==> src/rtl/core/tab_expander_core_macros.svh <==
// Assertion macros used by the tab expander datapath.
`ifndef TAB_EXPANDER_CORE_MACROS_SVH
`define TAB_EXPANDER_CORE_MACROS_SVH

`ifndef NO_ASSERTIONS

// Same-cycle implication, disabled while reset is asserted.
`define CHK_IMP(lbl, clk, rst_n, ante, cons) \
    lbl: assert property (@(posedge clk) disable iff (!rst_n) (ante) |-> (cons)) \
        else $error("tab expander check failed");

// Next-cycle implication, disabled while reset is asserted.
`define CHK_NEXT(lbl, clk, rst_n, ante, cons) \
    lbl: assert property (@(posedge clk) disable iff (!rst_n) (ante) |=> (cons)) \
        else $error("tab expander check failed");

`else

`define CHK_IMP(lbl, clk, rst_n, ante, cons)
`define CHK_NEXT(lbl, clk, rst_n, ante, cons)

`endif

`endif

==> src/rtl/core/tabx_pkg.sv <==
// Shared types, constants and codes for the tab expander.
package tabx_pkg;

    localparam int CHAR_W        = 21;
    localparam int REP_W         = 16;
    localparam int STOP_W        = 16;
    localparam int TABW_W        = 7;
    localparam int CNT_W         = 3;
    localparam int CFG_IDX_W     = 3;
    localparam int CFG_DATA_W    = 16;
    localparam int NUM_STOP_REGS = 4;

    localparam int DEF_COL_BITS  = 16;
    localparam int DEF_MAX_STOPS = 4;

    localparam logic [CHAR_W-1:0] CH_TAB   = 21'd9;
    localparam logic [CHAR_W-1:0] CH_NL    = 21'd10;
    localparam logic [CHAR_W-1:0] CH_SPACE = 21'd32;

    localparam logic [TABW_W-1:0] DEF_TAB_WIDTH = 7'd8;

    typedef enum logic [CFG_IDX_W-1:0] {
        REG_TAB_WIDTH  = 3'd0,
        REG_USE_STOPS  = 3'd1,
        REG_STOP_COUNT = 3'd2,
        REG_STOP_ZERO  = 3'd3,
        REG_STOP_ONE   = 3'd4,
        REG_STOP_TWO   = 3'd5,
        REG_STOP_THREE = 3'd6
    } t_cfg_idx;

    typedef struct packed {
        logic [TABW_W-1:0]                     tab_width;
        logic                                  use_stops;
        logic [CNT_W-1:0]                      stop_count;
        logic [NUM_STOP_REGS-1:0][STOP_W-1:0]  stops;
    } t_cfg;

    typedef enum logic [2:0] {
        S_IDLE,
        S_DECODE,
        S_MOD,
        S_SCAN,
        S_DONE
    } t_state;

    typedef struct packed {
        logic start;
        logic mod_step;
        logic scan_step;
        logic commit;
    } t_dp_cmd;

    typedef struct packed {
        logic is_tab;
        logic use_stops;
        logic mod_last;
        logic scan_stop;
        logic out_free;
    } t_dp_sts;

endpackage

==> src/rtl/core/tabx_cfg.sv <==
// Configuration register file of the tab expander.
module tabx_cfg
    import tabx_pkg::*;
(
    input  logic                  i_clk,
    input  logic                  i_rst_n,
    input  logic                  i_cfg_valid,
    output logic                  o_cfg_ready,
    input  logic [CFG_IDX_W-1:0]  i_cfg_index,
    input  logic [CFG_DATA_W-1:0] i_cfg_data,
    output t_cfg                  o_cfg
);

    t_cfg r_cfg;

    assign o_cfg_ready = 1'b1;
    assign o_cfg       = r_cfg;

    always_ff @(posedge i_clk) begin
        if (!i_rst_n) begin
            r_cfg.tab_width  <= DEF_TAB_WIDTH;
            r_cfg.use_stops  <= 1'b0;
            r_cfg.stop_count <= '0;
            r_cfg.stops      <= '0;
        end else if (i_cfg_valid) begin
            unique case (t_cfg_idx'(i_cfg_index))
                REG_TAB_WIDTH:  r_cfg.tab_width  <= i_cfg_data[TABW_W-1:0];
                REG_USE_STOPS:  r_cfg.use_stops  <= i_cfg_data[0];
                REG_STOP_COUNT: r_cfg.stop_count <= i_cfg_data[CNT_W-1:0];
                REG_STOP_ZERO:  r_cfg.stops[0]   <= i_cfg_data[STOP_W-1:0];
                REG_STOP_ONE:   r_cfg.stops[1]   <= i_cfg_data[STOP_W-1:0];
                REG_STOP_TWO:   r_cfg.stops[2]   <= i_cfg_data[STOP_W-1:0];
                REG_STOP_THREE: r_cfg.stops[3]   <= i_cfg_data[STOP_W-1:0];
                default: begin
                    // unknown index: drop the write
                end
            endcase
        end
    end

endmodule

==> src/rtl/core/tabx_ctrl.sv <==
// Sequencing state machine of the tab expander.
module tabx_ctrl
    import tabx_pkg::*;
(
    input  logic    i_clk,
    input  logic    i_rst_n,
    input  logic    i_in_valid,
    output logic    o_in_stall,
    input  t_dp_sts i_sts,
    output t_dp_cmd o_cmd
);

    t_state r_state;
    t_state n_state;

    always_ff @(posedge i_clk) begin
        if (!i_rst_n) begin
            r_state <= S_IDLE;
        end else begin
            r_state <= n_state;
        end
    end

    always_comb begin
        n_state = r_state;
        unique case (r_state)
            S_IDLE: begin
                if (i_in_valid) begin
                    n_state = S_DECODE;
                end
            end
            S_DECODE: begin
                if (!i_sts.is_tab) begin
                    n_state = S_DONE;
                end else if (i_sts.use_stops) begin
                    n_state = S_SCAN;
                end else begin
                    n_state = S_MOD;
                end
            end
            S_MOD: begin
                if (i_sts.mod_last) begin
                    n_state = S_DONE;
                end
            end
            S_SCAN: begin
                if (i_sts.scan_stop) begin
                    n_state = S_DONE;
                end
            end
            S_DONE: begin
                if (i_sts.out_free) begin
                    n_state = S_IDLE;
                end
            end
            default: n_state = S_IDLE;
        endcase
    end

    always_comb begin
        o_cmd      = '0;
        o_in_stall = 1'b1;
        unique case (r_state)
            S_IDLE: begin
                o_in_stall  = 1'b0;
                o_cmd.start = i_in_valid;
            end
            S_DECODE: begin
            end
            S_MOD: begin
                o_cmd.mod_step = 1'b1;
            end
            S_SCAN: begin
                o_cmd.scan_step = 1'b1;
            end
            S_DONE: begin
                o_cmd.commit = i_sts.out_free;
            end
            default: begin
            end
        endcase
    end

endmodule

==> src/rtl/core/tabx_dp.sv <==
// Datapath of the tab expander: column, remainder unit, stop scan, result register.
`include "tab_expander_core_macros.svh"

module tabx_dp
    import tabx_pkg::*;
#(
    parameter int COL_BITS  = DEF_COL_BITS,
    parameter int MAX_STOPS = DEF_MAX_STOPS
) (
    input  logic              i_clk,
    input  logic              i_rst_n,
    input  t_cfg              i_cfg,
    input  t_dp_cmd           i_cmd,
    output t_dp_sts           o_sts,
    input  logic [CHAR_W-1:0] i_ch,
    input  logic              i_first_of_text,
    output logic              o_out_valid,
    input  logic              i_out_stall,
    output logic [CHAR_W-1:0] o_out_char,
    output logic [REP_W-1:0]  o_repeat_res
);

    localparam int CMP_W     = (COL_BITS > STOP_W) ? COL_BITS : STOP_W;
    localparam int SUM_W     = CMP_W + 1;
    localparam int BIT_CNT_W = (COL_BITS > 1) ? $clog2(COL_BITS) : 1;
    localparam int IDX_W     = (MAX_STOPS > 1) ? $clog2(MAX_STOPS) : 1;

    localparam logic [SUM_W-1:0] COL_MAX =
        {{(SUM_W-COL_BITS){1'b0}}, {COL_BITS{1'b1}}};

    logic [CHAR_W-1:0]    r_ch;
    logic [COL_BITS-1:0]  r_column;
    logic [COL_BITS-1:0]  r_col_work;
    logic [COL_BITS-1:0]  r_col_shift;
    logic [TABW_W-1:0]    r_rem;
    logic [BIT_CNT_W-1:0] r_bit_cnt;
    logic [IDX_W-1:0]     r_stop_idx;
    logic [REP_W-1:0]     r_dist;
    logic                 r_fixed;
    logic                 r_out_valid;
    logic [CHAR_W-1:0]    r_out_char;
    logic [REP_W-1:0]     r_out_rep;

    logic [TABW_W-1:0]    w_eff;
    logic [TABW_W:0]      rem_sh;
    logic [TABW_W-1:0]    n_rem;
    logic [CNT_W-1:0]     cnt_eff;
    logic [CNT_W-1:0]     idx_ext;
    logic [STOP_W-1:0]    stop_view [MAX_STOPS];
    logic [STOP_W-1:0]    stop_sel;
    logic [CMP_W-1:0]     stop_ext;
    logic [CMP_W-1:0]     col_ext;
    logic                 in_range;
    logic                 stop_hit;
    logic                 stop_last;
    logic [REP_W-1:0]     dist_final;
    logic [SUM_W-1:0]     col_sum;
    logic [COL_BITS-1:0]  n_column;
    logic                 out_free;
    logic                 is_tab;
    logic                 is_nl;
    logic [COL_BITS-1:0]  start_col;

    assign is_tab = (r_ch == CH_TAB);
    assign is_nl  = (r_ch == CH_NL);
    assign w_eff  = (i_cfg.tab_width == '0) ? TABW_W'(1) : i_cfg.tab_width;
    assign start_col = i_first_of_text ? '0 : r_column;

    // one bit of restoring remainder per cycle, MSB first
    assign rem_sh = {r_rem, r_col_shift[COL_BITS-1]};
    always_comb begin
        if (rem_sh >= {1'b0, w_eff}) begin
            n_rem = TABW_W'(rem_sh - {1'b0, w_eff});
        end else begin
            n_rem = rem_sh[TABW_W-1:0];
        end
    end

    // stop table scan, one entry per cycle
    always_comb begin
        for (int k = 0; k < MAX_STOPS; k++) begin
            stop_view[k] = i_cfg.stops[k];
        end
    end

    assign cnt_eff   = (i_cfg.stop_count > CNT_W'(MAX_STOPS)) ? CNT_W'(MAX_STOPS)
                                                              : i_cfg.stop_count;
    assign idx_ext   = CNT_W'(r_stop_idx);
    assign stop_sel  = stop_view[r_stop_idx];
    assign stop_ext  = CMP_W'(stop_sel);
    assign col_ext   = CMP_W'(r_col_work);
    assign in_range  = idx_ext < cnt_eff;
    assign stop_hit  = in_range && (stop_ext > col_ext);
    assign stop_last = (idx_ext + CNT_W'(1)) >= cnt_eff;

    assign dist_final = r_fixed ? REP_W'(w_eff - r_rem) : r_dist;
    assign col_sum    = SUM_W'(r_col_work) + SUM_W'(dist_final);

    always_comb begin
        if (is_nl) begin
            n_column = '0;
        end else if (col_sum > COL_MAX) begin
            n_column = COL_MAX[COL_BITS-1:0];
        end else begin
            n_column = col_sum[COL_BITS-1:0];
        end
    end

    assign out_free = !r_out_valid || !i_out_stall;

    assign o_sts.is_tab    = is_tab;
    assign o_sts.use_stops = i_cfg.use_stops;
    assign o_sts.mod_last  = (r_bit_cnt == '0);
    assign o_sts.scan_stop = !in_range || stop_hit || stop_last;
    assign o_sts.out_free  = out_free;

    // per-item working registers
    always_ff @(posedge i_clk) begin
        if (i_cmd.start) begin
            r_ch        <= i_ch;
            r_col_work  <= start_col;
            r_col_shift <= start_col;
            r_rem       <= '0;
            r_bit_cnt   <= BIT_CNT_W'(COL_BITS - 1);
            r_stop_idx  <= '0;
            r_dist      <= REP_W'(1);
            r_fixed     <= (i_ch == CH_TAB) && !i_cfg.use_stops;
        end
        if (i_cmd.mod_step) begin
            r_rem       <= n_rem;
            r_col_shift <= {r_col_shift[COL_BITS-2:0], 1'b0};
            r_bit_cnt   <= r_bit_cnt - BIT_CNT_W'(1);
        end
        if (i_cmd.scan_step) begin
            if (stop_hit) begin
                r_dist <= REP_W'(stop_ext - col_ext);
            end
            if (!o_sts.scan_stop) begin
                r_stop_idx <= r_stop_idx + IDX_W'(1);
            end
        end
    end

    always_ff @(posedge i_clk) begin
        if (!i_rst_n) begin
            r_column <= '0;
        end else if (i_cmd.commit) begin
            r_column <= n_column;
        end
    end

    // result register: hold while stalled, drop once taken
    always_ff @(posedge i_clk) begin
        if (!i_rst_n) begin
            r_out_valid <= 1'b0;
        end else if (i_cmd.commit) begin
            r_out_valid <= 1'b1;
        end else if (!i_out_stall) begin
            r_out_valid <= 1'b0;
        end
    end

    always_ff @(posedge i_clk) begin
        if (i_cmd.commit) begin
            r_out_char <= is_tab ? CH_SPACE : r_ch;
            r_out_rep  <= dist_final;
        end
    end

    assign o_out_valid  = r_out_valid;
    assign o_out_char   = r_out_char;
    assign o_repeat_res = r_out_rep;

    `CHK_IMP(a_rem_below_width, i_clk, i_rst_n, i_cmd.mod_step, r_rem < w_eff)
    `CHK_IMP(a_no_overwrite, i_clk, i_rst_n, i_cmd.commit, !r_out_valid || !i_out_stall)
    `CHK_NEXT(a_commit_shows, i_clk, i_rst_n, i_cmd.commit, r_out_valid)
    `CHK_IMP(a_rep_nonzero, i_clk, i_rst_n, r_out_valid, r_out_rep != '0)

endmodule

==> src/rtl/core/tab_expander_core.sv <==
// Tab expander: takes one character per transfer and returns it, or a run of
// spaces for a tab, as a character plus repeat count, tracking the output
// column. An item is taken only while the sequencer is idle, so one item is
// in flight at a time: a plain character (newline included) passes from
// decode straight to the result; a tab in fixed mode runs the remainder unit,
// which retires one column bit per cycle; a tab in stop mode scans the stop
// table, one stop compared per cycle. The result sits in an output register,
// so a stalled result does not block the next transfer in, only the commit of
// the item after it.
// Configuration writes are always accepted and must happen while idle.
module tab_expander_core
    import tabx_pkg::*;
#(
    parameter int COL_BITS  = DEF_COL_BITS,
    parameter int MAX_STOPS = DEF_MAX_STOPS
) (
    input  logic                  i_clk,
    input  logic                  i_rst_n,
    input  logic                  i_in_valid,
    output logic                  o_in_stall,
    input  logic [CHAR_W-1:0]     i_ch,
    input  logic                  i_first_of_text,
    output logic                  o_out_valid,
    input  logic                  i_out_stall,
    output logic [CHAR_W-1:0]     o_out_char,
    output logic [REP_W-1:0]      o_repeat_res,
    input  logic                  i_cfg_valid,
    output logic                  o_cfg_ready,
    input  logic [CFG_IDX_W-1:0]  i_cfg_index,
    input  logic [CFG_DATA_W-1:0] i_cfg_data
);

    t_cfg    cfg;
    t_dp_cmd cmd;
    t_dp_sts sts;

    tabx_cfg u_cfg (
        .i_clk       (i_clk),
        .i_rst_n     (i_rst_n),
        .i_cfg_valid (i_cfg_valid),
        .o_cfg_ready (o_cfg_ready),
        .i_cfg_index (i_cfg_index),
        .i_cfg_data  (i_cfg_data),
        .o_cfg       (cfg)
    );

    tabx_ctrl u_ctrl (
        .i_clk      (i_clk),
        .i_rst_n    (i_rst_n),
        .i_in_valid (i_in_valid),
        .o_in_stall (o_in_stall),
        .i_sts      (sts),
        .o_cmd      (cmd)
    );

    tabx_dp #(
        .COL_BITS  (COL_BITS),
        .MAX_STOPS (MAX_STOPS)
    ) u_dp (
        .i_clk           (i_clk),
        .i_rst_n         (i_rst_n),
        .i_cfg           (cfg),
        .i_cmd           (cmd),
        .o_sts           (sts),
        .i_ch            (i_ch),
        .i_first_of_text (i_first_of_text),
        .o_out_valid     (o_out_valid),
        .i_out_stall     (i_out_stall),
        .o_out_char      (o_out_char),
        .o_repeat_res    (o_repeat_res)
    );

endmodule
==> config.mk <==
export PLATFORM = sky130hd
export DESIGN_NAME = tab_expander_core
export DESIGN_NICKNAME = d
export VERILOG_FILES = /design/src/rtl/core/tabx_pkg.sv /design/src/rtl/core/tabx_cfg.sv /design/src/rtl/core/tabx_ctrl.sv /design/src/rtl/core/tabx_dp.sv /design/src/rtl/core/tab_expander_core.sv
export VERILOG_INCLUDE_DIRS = /design/src /design/src/rtl/core
export SDC_FILE = /design/constraint.sdc
export NUM_CORES = 1
export LEC_CHECK = 0
export ABC_AREA = 1
export BUFFER_PORTS_ARGS = -buffer_cell sky130_fd_sc_hd__buf_4
export CORE_MARGIN = 3
export CORE_UTILIZATION = 40
export CTS_CLUSTER_DIAMETER = 40
export CTS_CLUSTER_SIZE = 12
export DETAILED_ROUTE_END_ITERATION = 16
export PLACE_DENSITY_LB_ADDON = 0.15
export SLEW_MARGIN = 20
export SYNTH_ARGS = -nofsm -noshare
export SYNTH_HDL_FRONTEND = slang
export SYNTH_SLANG_ARGS = --single-unit
==> constraint.sdc <==
create_clock -name i_clk -period 8.6 [get_ports i_clk]
set_input_delay 0.43 -clock i_clk [delete_from_list [all_inputs] [get_ports i_clk]]
set_output_delay 0.43 -clock i_clk [all_outputs]
set_load 0.01 [all_outputs]
== After elaboration in Yosys (flattened, before gate mapping) ==
Index checks and enable logic that the tools add are counted.

* Bits in registers: 215
* Input bits: 46
* Output and inout port bits: 40

* Add/sub/neg operators: 7
* Magnitude comparators: 7
* Equal/unequal tests: 18
* Mux-type cells: 36
* Bitwise gates (word level): 1
* Reductions and logical operators: 22

{| class="wikitable"
|+ Operator list
! cell !! count
|-
| $mux W16 || 11
|-
| $eq A21 B4 Y1 const B || 3
|-
| $bmux W16 S2 || 1
|-
| $mux W7 || 4
|-
| $mux W3 || 6
|-
| $add A16 B16 Y17 || 1
|-
| $gt A17 B16 Y1 const B || 1
|-
| $gt A16 B16 Y1 || 1
|-
| $sub A16 B16 Y16 || 1
|-
| $pmux W3 S5 || 1
|-
| $reduce_and A2 Y1 || 7
|-
| $eq A3 B2 Y1 const B || 4
|-
| $eq A3 B3 Y1 const B || 4
|-
| $ge A8 B7 Y1 || 1
|-
| $mux W1 || 8
|-
| $mux W4 || 2
|-
| $sub A7 B7 Y8 || 1
|-
| $logic_not A7 Y1 || 1
|-
| $sub A7 B7 Y7 || 1
|-
| $eq A3 B1 Y1 const B || 2
|-
| $logic_not A3 Y1 || 2
|-
| $mux W2 || 3
|-
| $ne A2 B2 Y1 const B || 3
|-
| $logic_not A1 Y1 || 4
|-
| other kinds (14) || 18
|}

== Depth between registers and ports, before layout ==
* Depth in word-level cells: 10
* Depth in mapped cells: 26
* Gate-level depth less buffers: 26

== Modules after synthesis ==
A second synthesis with hierarchy kept.

* Cells, all modules: 1544
* Area, all modules: 11735.0 um^2

{| class="wikitable"
|+ By module, submodules not included
! module !! times used !! cells each !! area each (um^2) !! sequential area each (um^2)
|-
| tabx_dp || 1 || 1064 || 8418.1 || 3753.6
|-
| tabx_cfg || 1 || 439 || 3074.2 || 1501.4
|-
| tabx_ctrl || 1 || 41 || 242.7 || 60.1
|}

== Least setup slack after synthesis ==
Ideal clock, no wire load.

* Path kind: register to register
* Start point: register u_cfg.r_cfg (netlist bit u_cfg.o_cfg[70])
* End point: register u_dp.r_column[11]
* Library setup time: 132 ps
* Arrival: 3113 ps
* Required time: 8468 ps
* Slack: 5355 ps
* Cell stages (with the launch flop): 27
* Period minus slack after synthesis: 3245 ps
* Cells stage by stage: dfxtp_1 nor4_1 nand3_1 nand2_1 inv_1 ha_1 inv_1 fa_1 nand3_1 nand2_1 a21oi_1 o21ai_0 or2_2 nand3_1 nand2_1 ha_1 nand2_1 inv_1 nand2_1 nand2_1 inv_1 nand2_1 a21oi_2 buf_4 nand3_1 nand2_1 a21oi_1

* Longest elaborated chain between the ends: 8

{| class="wikitable"
|+ RTL lines
! what !! line !! text
|-
| start: declaration || tabx_cfg.sv:14 || <nowiki>t_cfg r_cfg;</nowiki>
|-
| $logic_not A7 Y1 || tabx_dp.sv:66 || <nowiki>assign w_eff = (i_cfg.tab_width == '0) ? TABW_W'(1) : i_cfg.tab_width;</nowiki>
|-
| $mux W7 * || tabx_dp.sv:66 ||
|-
| $sub A7 B7 Y8 * || tabx_dp.sv:96 || <nowiki>assign dist_final = r_fixed ? REP_W'(w_eff - r_rem) : r_dist;</nowiki>
|-
| $mux W16 * || tabx_dp.sv:96 ||
|-
| via u_dp.dist_final[6] || tabx_dp.sv:56 || <nowiki>logic [REP_W-1:0] dist_final;</nowiki>
|-
| $add A16 B16 Y17 * || tabx_dp.sv:97 || <nowiki>assign col_sum = SUM_W'(r_col_work) + SUM_W'(dist_final);</nowiki>
|-
| $gt A17 B16 Y1 || tabx_dp.sv:102 || <nowiki>end else if (col_sum > COL_MAX) begin</nowiki>
|-
| $mux W16 * || tabx_dp.sv:102 ||
|-
| $mux W16 * || tabx_dp.sv:100 || <nowiki>if (is_nl) begin</nowiki>
|-
| end signal: assignment || tabx_dp.sv:148 || <nowiki>r_column <= n_column;</nowiki>
|-
| end: declaration || tabx_dp.sv:32 || <nowiki>logic [COL_BITS-1:0] r_column;</nowiki>
|}

The timed path passes the listed nets; every way through them passes the cells marked *.
A chain may end at the register's enable or synchronous reset.

== Worst setup path in the final report ==
* Start point: register u_cfg.r_cfg (netlist bit u_cfg.o_cfg[69])
* End point: register u_dp.r_column[2]

* Longest elaborated chain between the ends: 8

{| class="wikitable"
|+ RTL lines
! what !! line
|-
| $logic_not A7 Y1 || tabx_dp.sv:66
|-
| $mux W7 * || tabx_dp.sv:66
|-
| $sub A7 B7 Y8 * || tabx_dp.sv:96
|-
| $mux W16 * || tabx_dp.sv:96
|-
| via u_dp.dist_final[6] || tabx_dp.sv:56
|-
| $add A16 B16 Y17 * || tabx_dp.sv:97
|-
| $gt A17 B16 Y1 * || tabx_dp.sv:102
|-
| $mux W16 * || tabx_dp.sv:102
|-
| $mux W16 * || tabx_dp.sv:100
|}

Marked as above.

==> results.md <==
* Fill cells at 2648
* Root Driver: clkbuf_16
* Min-Delay Path Class: input port to flip-flop
* First-pass iteration count of the detailed router at 5
* Pin count of the biggest net entering global routing at 76
* Hold_buf cts at 0
* Initial antenna violation count at 0
* Top cell type's share of synthesized area at between 20% and 30%
* Number of flops mapped to enable cells by yosys at approximately 100
* Std cell rows at 60
* FFs w/ async S/R, synth at 0%
* Post-CTS Setup Inserts at 0
* Min-delay src: i_ch[1]
* Drt drc at 0
* Fin crit period at 4.14 ns
* Fin. max-slew vios at 0
* Library cells used by synthesis at between 50 and 60
* Worst EP arrival at ~4.5 ns
* Worst setup path category: flip-flop to flip-flop
* Fmax at 0.241 GHz
* CP startpoint: u_cfg.o_cfg[69]$_SDFFE_PN0P_
* Starting Density at 41.1%
* Routed Antenna Nets at 0
* Die W at about 170 um
* Nets@finish at between 1.5k and 2k
* Ranking of synthesized cells by instance count: 280 x nand2_1, 223 x nor2_1, 168 x inv_1, 148 x o21ai_0, 114 x dfxtp_1
* Outcome: complete, no violations
* Clk Latency, worst-skew pair at around 0.50 ns
* Port buffer count at 84
* Final Routed Wirelength at just under 30000 um
* Diode count at 0
* Final critical-path share of the clock period at approximately half
* Via count at between 9k and 10k
* Unrepaired setup endpoints after global routing: false
* VDD IR max at around 0.13 mV
* DPL Wire Length at 21000 um
* #FFs+latches synth at 215
* Seq/Total Area, Yosys at between 40% and 50%
* Startpoint Class: flip-flop
* Synthesized Nets at between 1.5k and 2k
* Congestion Overflow GR at 0
* Clk_skew at 0.0128 ns
* Gpl congestion at about 0.90
* Max-Cap Viols at 0
* Cells after Synth at about 1.4k
* Relative slew margins at 31.5%
* CTS tree: done
* Final WS setup at around 4.5 ns
* Pwr/cell area at approximately 310 nW/um^2
* H-tree depth at 2
* Static Leakage at ~0.0061 uW
* Die height at about 170 um
* Critical Path RT at slightly below 9 ns
* Ys Warns at 0
* Netlist Area Pre-Place at 11200 sq um
* R2R Path Start: u_cfg.o_cfg[69]$_SDFFE_PN0P_
* Post-cts sizing count at 0
* Worst-path fanout max at 16
* DP Worst Slack at 4.45 ns
* Slew @ Worst Pin at 1.03 ns
* Max clock buf depth at 3
* Fin Setup TNS at 0 ns
* Vias in the first global route at 9023
* WL/cell at between 15 and 20 um
* IO Pins at 86
* First-pass GRT wire length at around 48000 um
* Layout area overhead at 18.9%
* Vias per inst at 4.89
* Clock Pin Slew Worst Setup and Hold Paths at roughly 0.06 ns
* Die area at approximately 30000 sq um
* Overall routing resource usage at ~20%
* Leading area contributor after synthesis: edfxtp_1
* Initial drt markers at 530
* Mean area per synthesized cell at roughly 8 sq um
* Most common cell in the netlist: nand2_1
* Core area at 27300 sq um
* TritonCTS Sinks at 215
* Final setup vio count at 0
* Synth top area cells: edfxtp_1 27%, dfxtp_1 20%, nand2_1 9.4%, nor2_1 7.5%, o21ai_0 6.6%
* Share of cells above drive strength 1 at between 10% and 20%
* CTS Buf Count at 38
* Final Hold Fails at 0
* Post-synth top flop: dfxtp_1
* CP Capture Type: flip-flop
==> cell type report <==
class	count	area [sq um]	area share, %
multi-input cells	955	4980	37.4
inverters	170	638	4.79
well taps	372	465	3.49
clock inverters	20	161	1.21
clock buffers	48	1070	8.00
flip-flops and latches	215	5320	39.9
repair buffers	93	698	5.24
==> critical path, stage by stage (launching register included) <==
cell and delay [ns]:
dfxtp_1 0.42, inv_1 0.12, nand3_1 0.10, nand2_1 0.08, inv_1 0.07, ha_1 0.13
inv_1 0.06, fa_1 0.41, nand3_1 0.10, nand2_1 0.08, a21oi_1 0.14, o21ai_0 0.11
or2_2 0.28, nand3_1 0.08, nand2_1 0.08, ha_1 0.34, nand2_1 0.12, inv_1 0.04
nand2_1 0.06, nand2_1 0.06, inv_1 0.05, nand2_1 0.08, a21oi_2 0.58, o21ai_0 0.23
nand2_1 0.10, a21oi_1 0.06
==> power by group <==
| part | switching [uW] | internal [uW] | leakage, uW |
|---|---|---|---|
| Clock | 520 | 915 | 0.000602 |
| Sequential | 97.2 | 1310 | 0.00188 |
| Combinational | 853 | 442 | 0.00358 |
==> final timing paths <==
| check | slack, ns | cells past startpoint | to |
|---|---|---|---|
| max | 4.46 | 25 | u_dp.r_column[2]$_SDFFE_PN0P_ |
| max reg2reg | 4.46 | 25 | u_dp.r_column[2]$_SDFFE_PN0P_ |
| min | 0.11 | 1 | u_dp.r_ch[1]$_DFFE_PP_ |
| min reg2reg | 0.44 | 0 | u_dp.o_out_char[17]$_SDFFCE_PN0P_ |
==> flip-flops by register name (all words and copies together) (netlist names) <==
signal and flops:
u_dp.r_column 16, u_dp.r_stop_idx 2, u_dp.r_bit_cnt 4, u_dp.o_repeat_res 16
u_dp.o_out_char 21, u_dp.r_fixed 1, u_dp.r_dist 16, u_dp.o_out_valid 1
u_dp.r_col_shift 16, u_ctrl.r_state 3, u_dp.r_rem 7, u_dp.r_ch 21
u_cfg.o_cfg 75, u_dp.col_ext 16
==> routing by layer <==
metal / global-route usage (%) / share of wire, %
met1: 27.1 / 47
met3: 3.26 / 5.5
met2: 31.5 / 46
met4: 5.10 / 1.7
met5: 0 / 0
==> per-stage QoR <==
step / cells / total power (uW) / utilization [%] / area (sq um) / hold slack (ns)
after floorplan: 1405 / 2340 / - / 11200 / 0.430
after global placement: 1805 / 2720 / 44.4 / 12100 / 0.433
after detailed placement: 1805 / 2720 / 44.4 / 12100 / 0.435
after CTS: 1873 / 4170 / 48.9 / 13300 / 0.0948
after global routing: 1873 / 4420 / 48.9 / 13300 / 0.0923
final: 1873 / 4140 / 48.9 / 13300 / 0.112
==> cell families (layout without fill, tap and decap cells) <==
group	Yosys count	in the layout	share of synthesized area, %
other	1	1	0.0335
AO/OA/AOI/OAI	257	257	12.5
flip-flops	215	215	47.4
XOR/XNOR	20	20	1.56
adder cells (fa/ha/maj)	61	61	7.08
buffers and inverters	235	331	8.15
AND/OR/NAND/NOR	616	616	23.3
==> layout by cell type (no fill, tap or decap), drive strengths merged, types with 6 or more instances in the layout <==
| master | netlist | routed |
|---|---|---|
| nor3 | 8 | 8 |
| buf | 10 | 93 |
| xnor2 | 16 | 16 |
| edfxtp | 101 | 101 |
| nand2 | 289 | 289 |
| clkbuf | 55 | 48 |
| nor2 | 227 | 227 |
| inv | 170 | 176 |
| nand3 | 67 | 67 |
| o21ai | 162 | 162 |
| o22ai | 15 | 15 |
| ha | 57 | 57 |
| clkinv | 0 | 10 |
| a21oi | 67 | 67 |
| nor4 | 6 | 6 |
| dfxtp | 114 | 114 |
| nand4 | 9 | 9 |
Power figures use the tool's default switching activity.
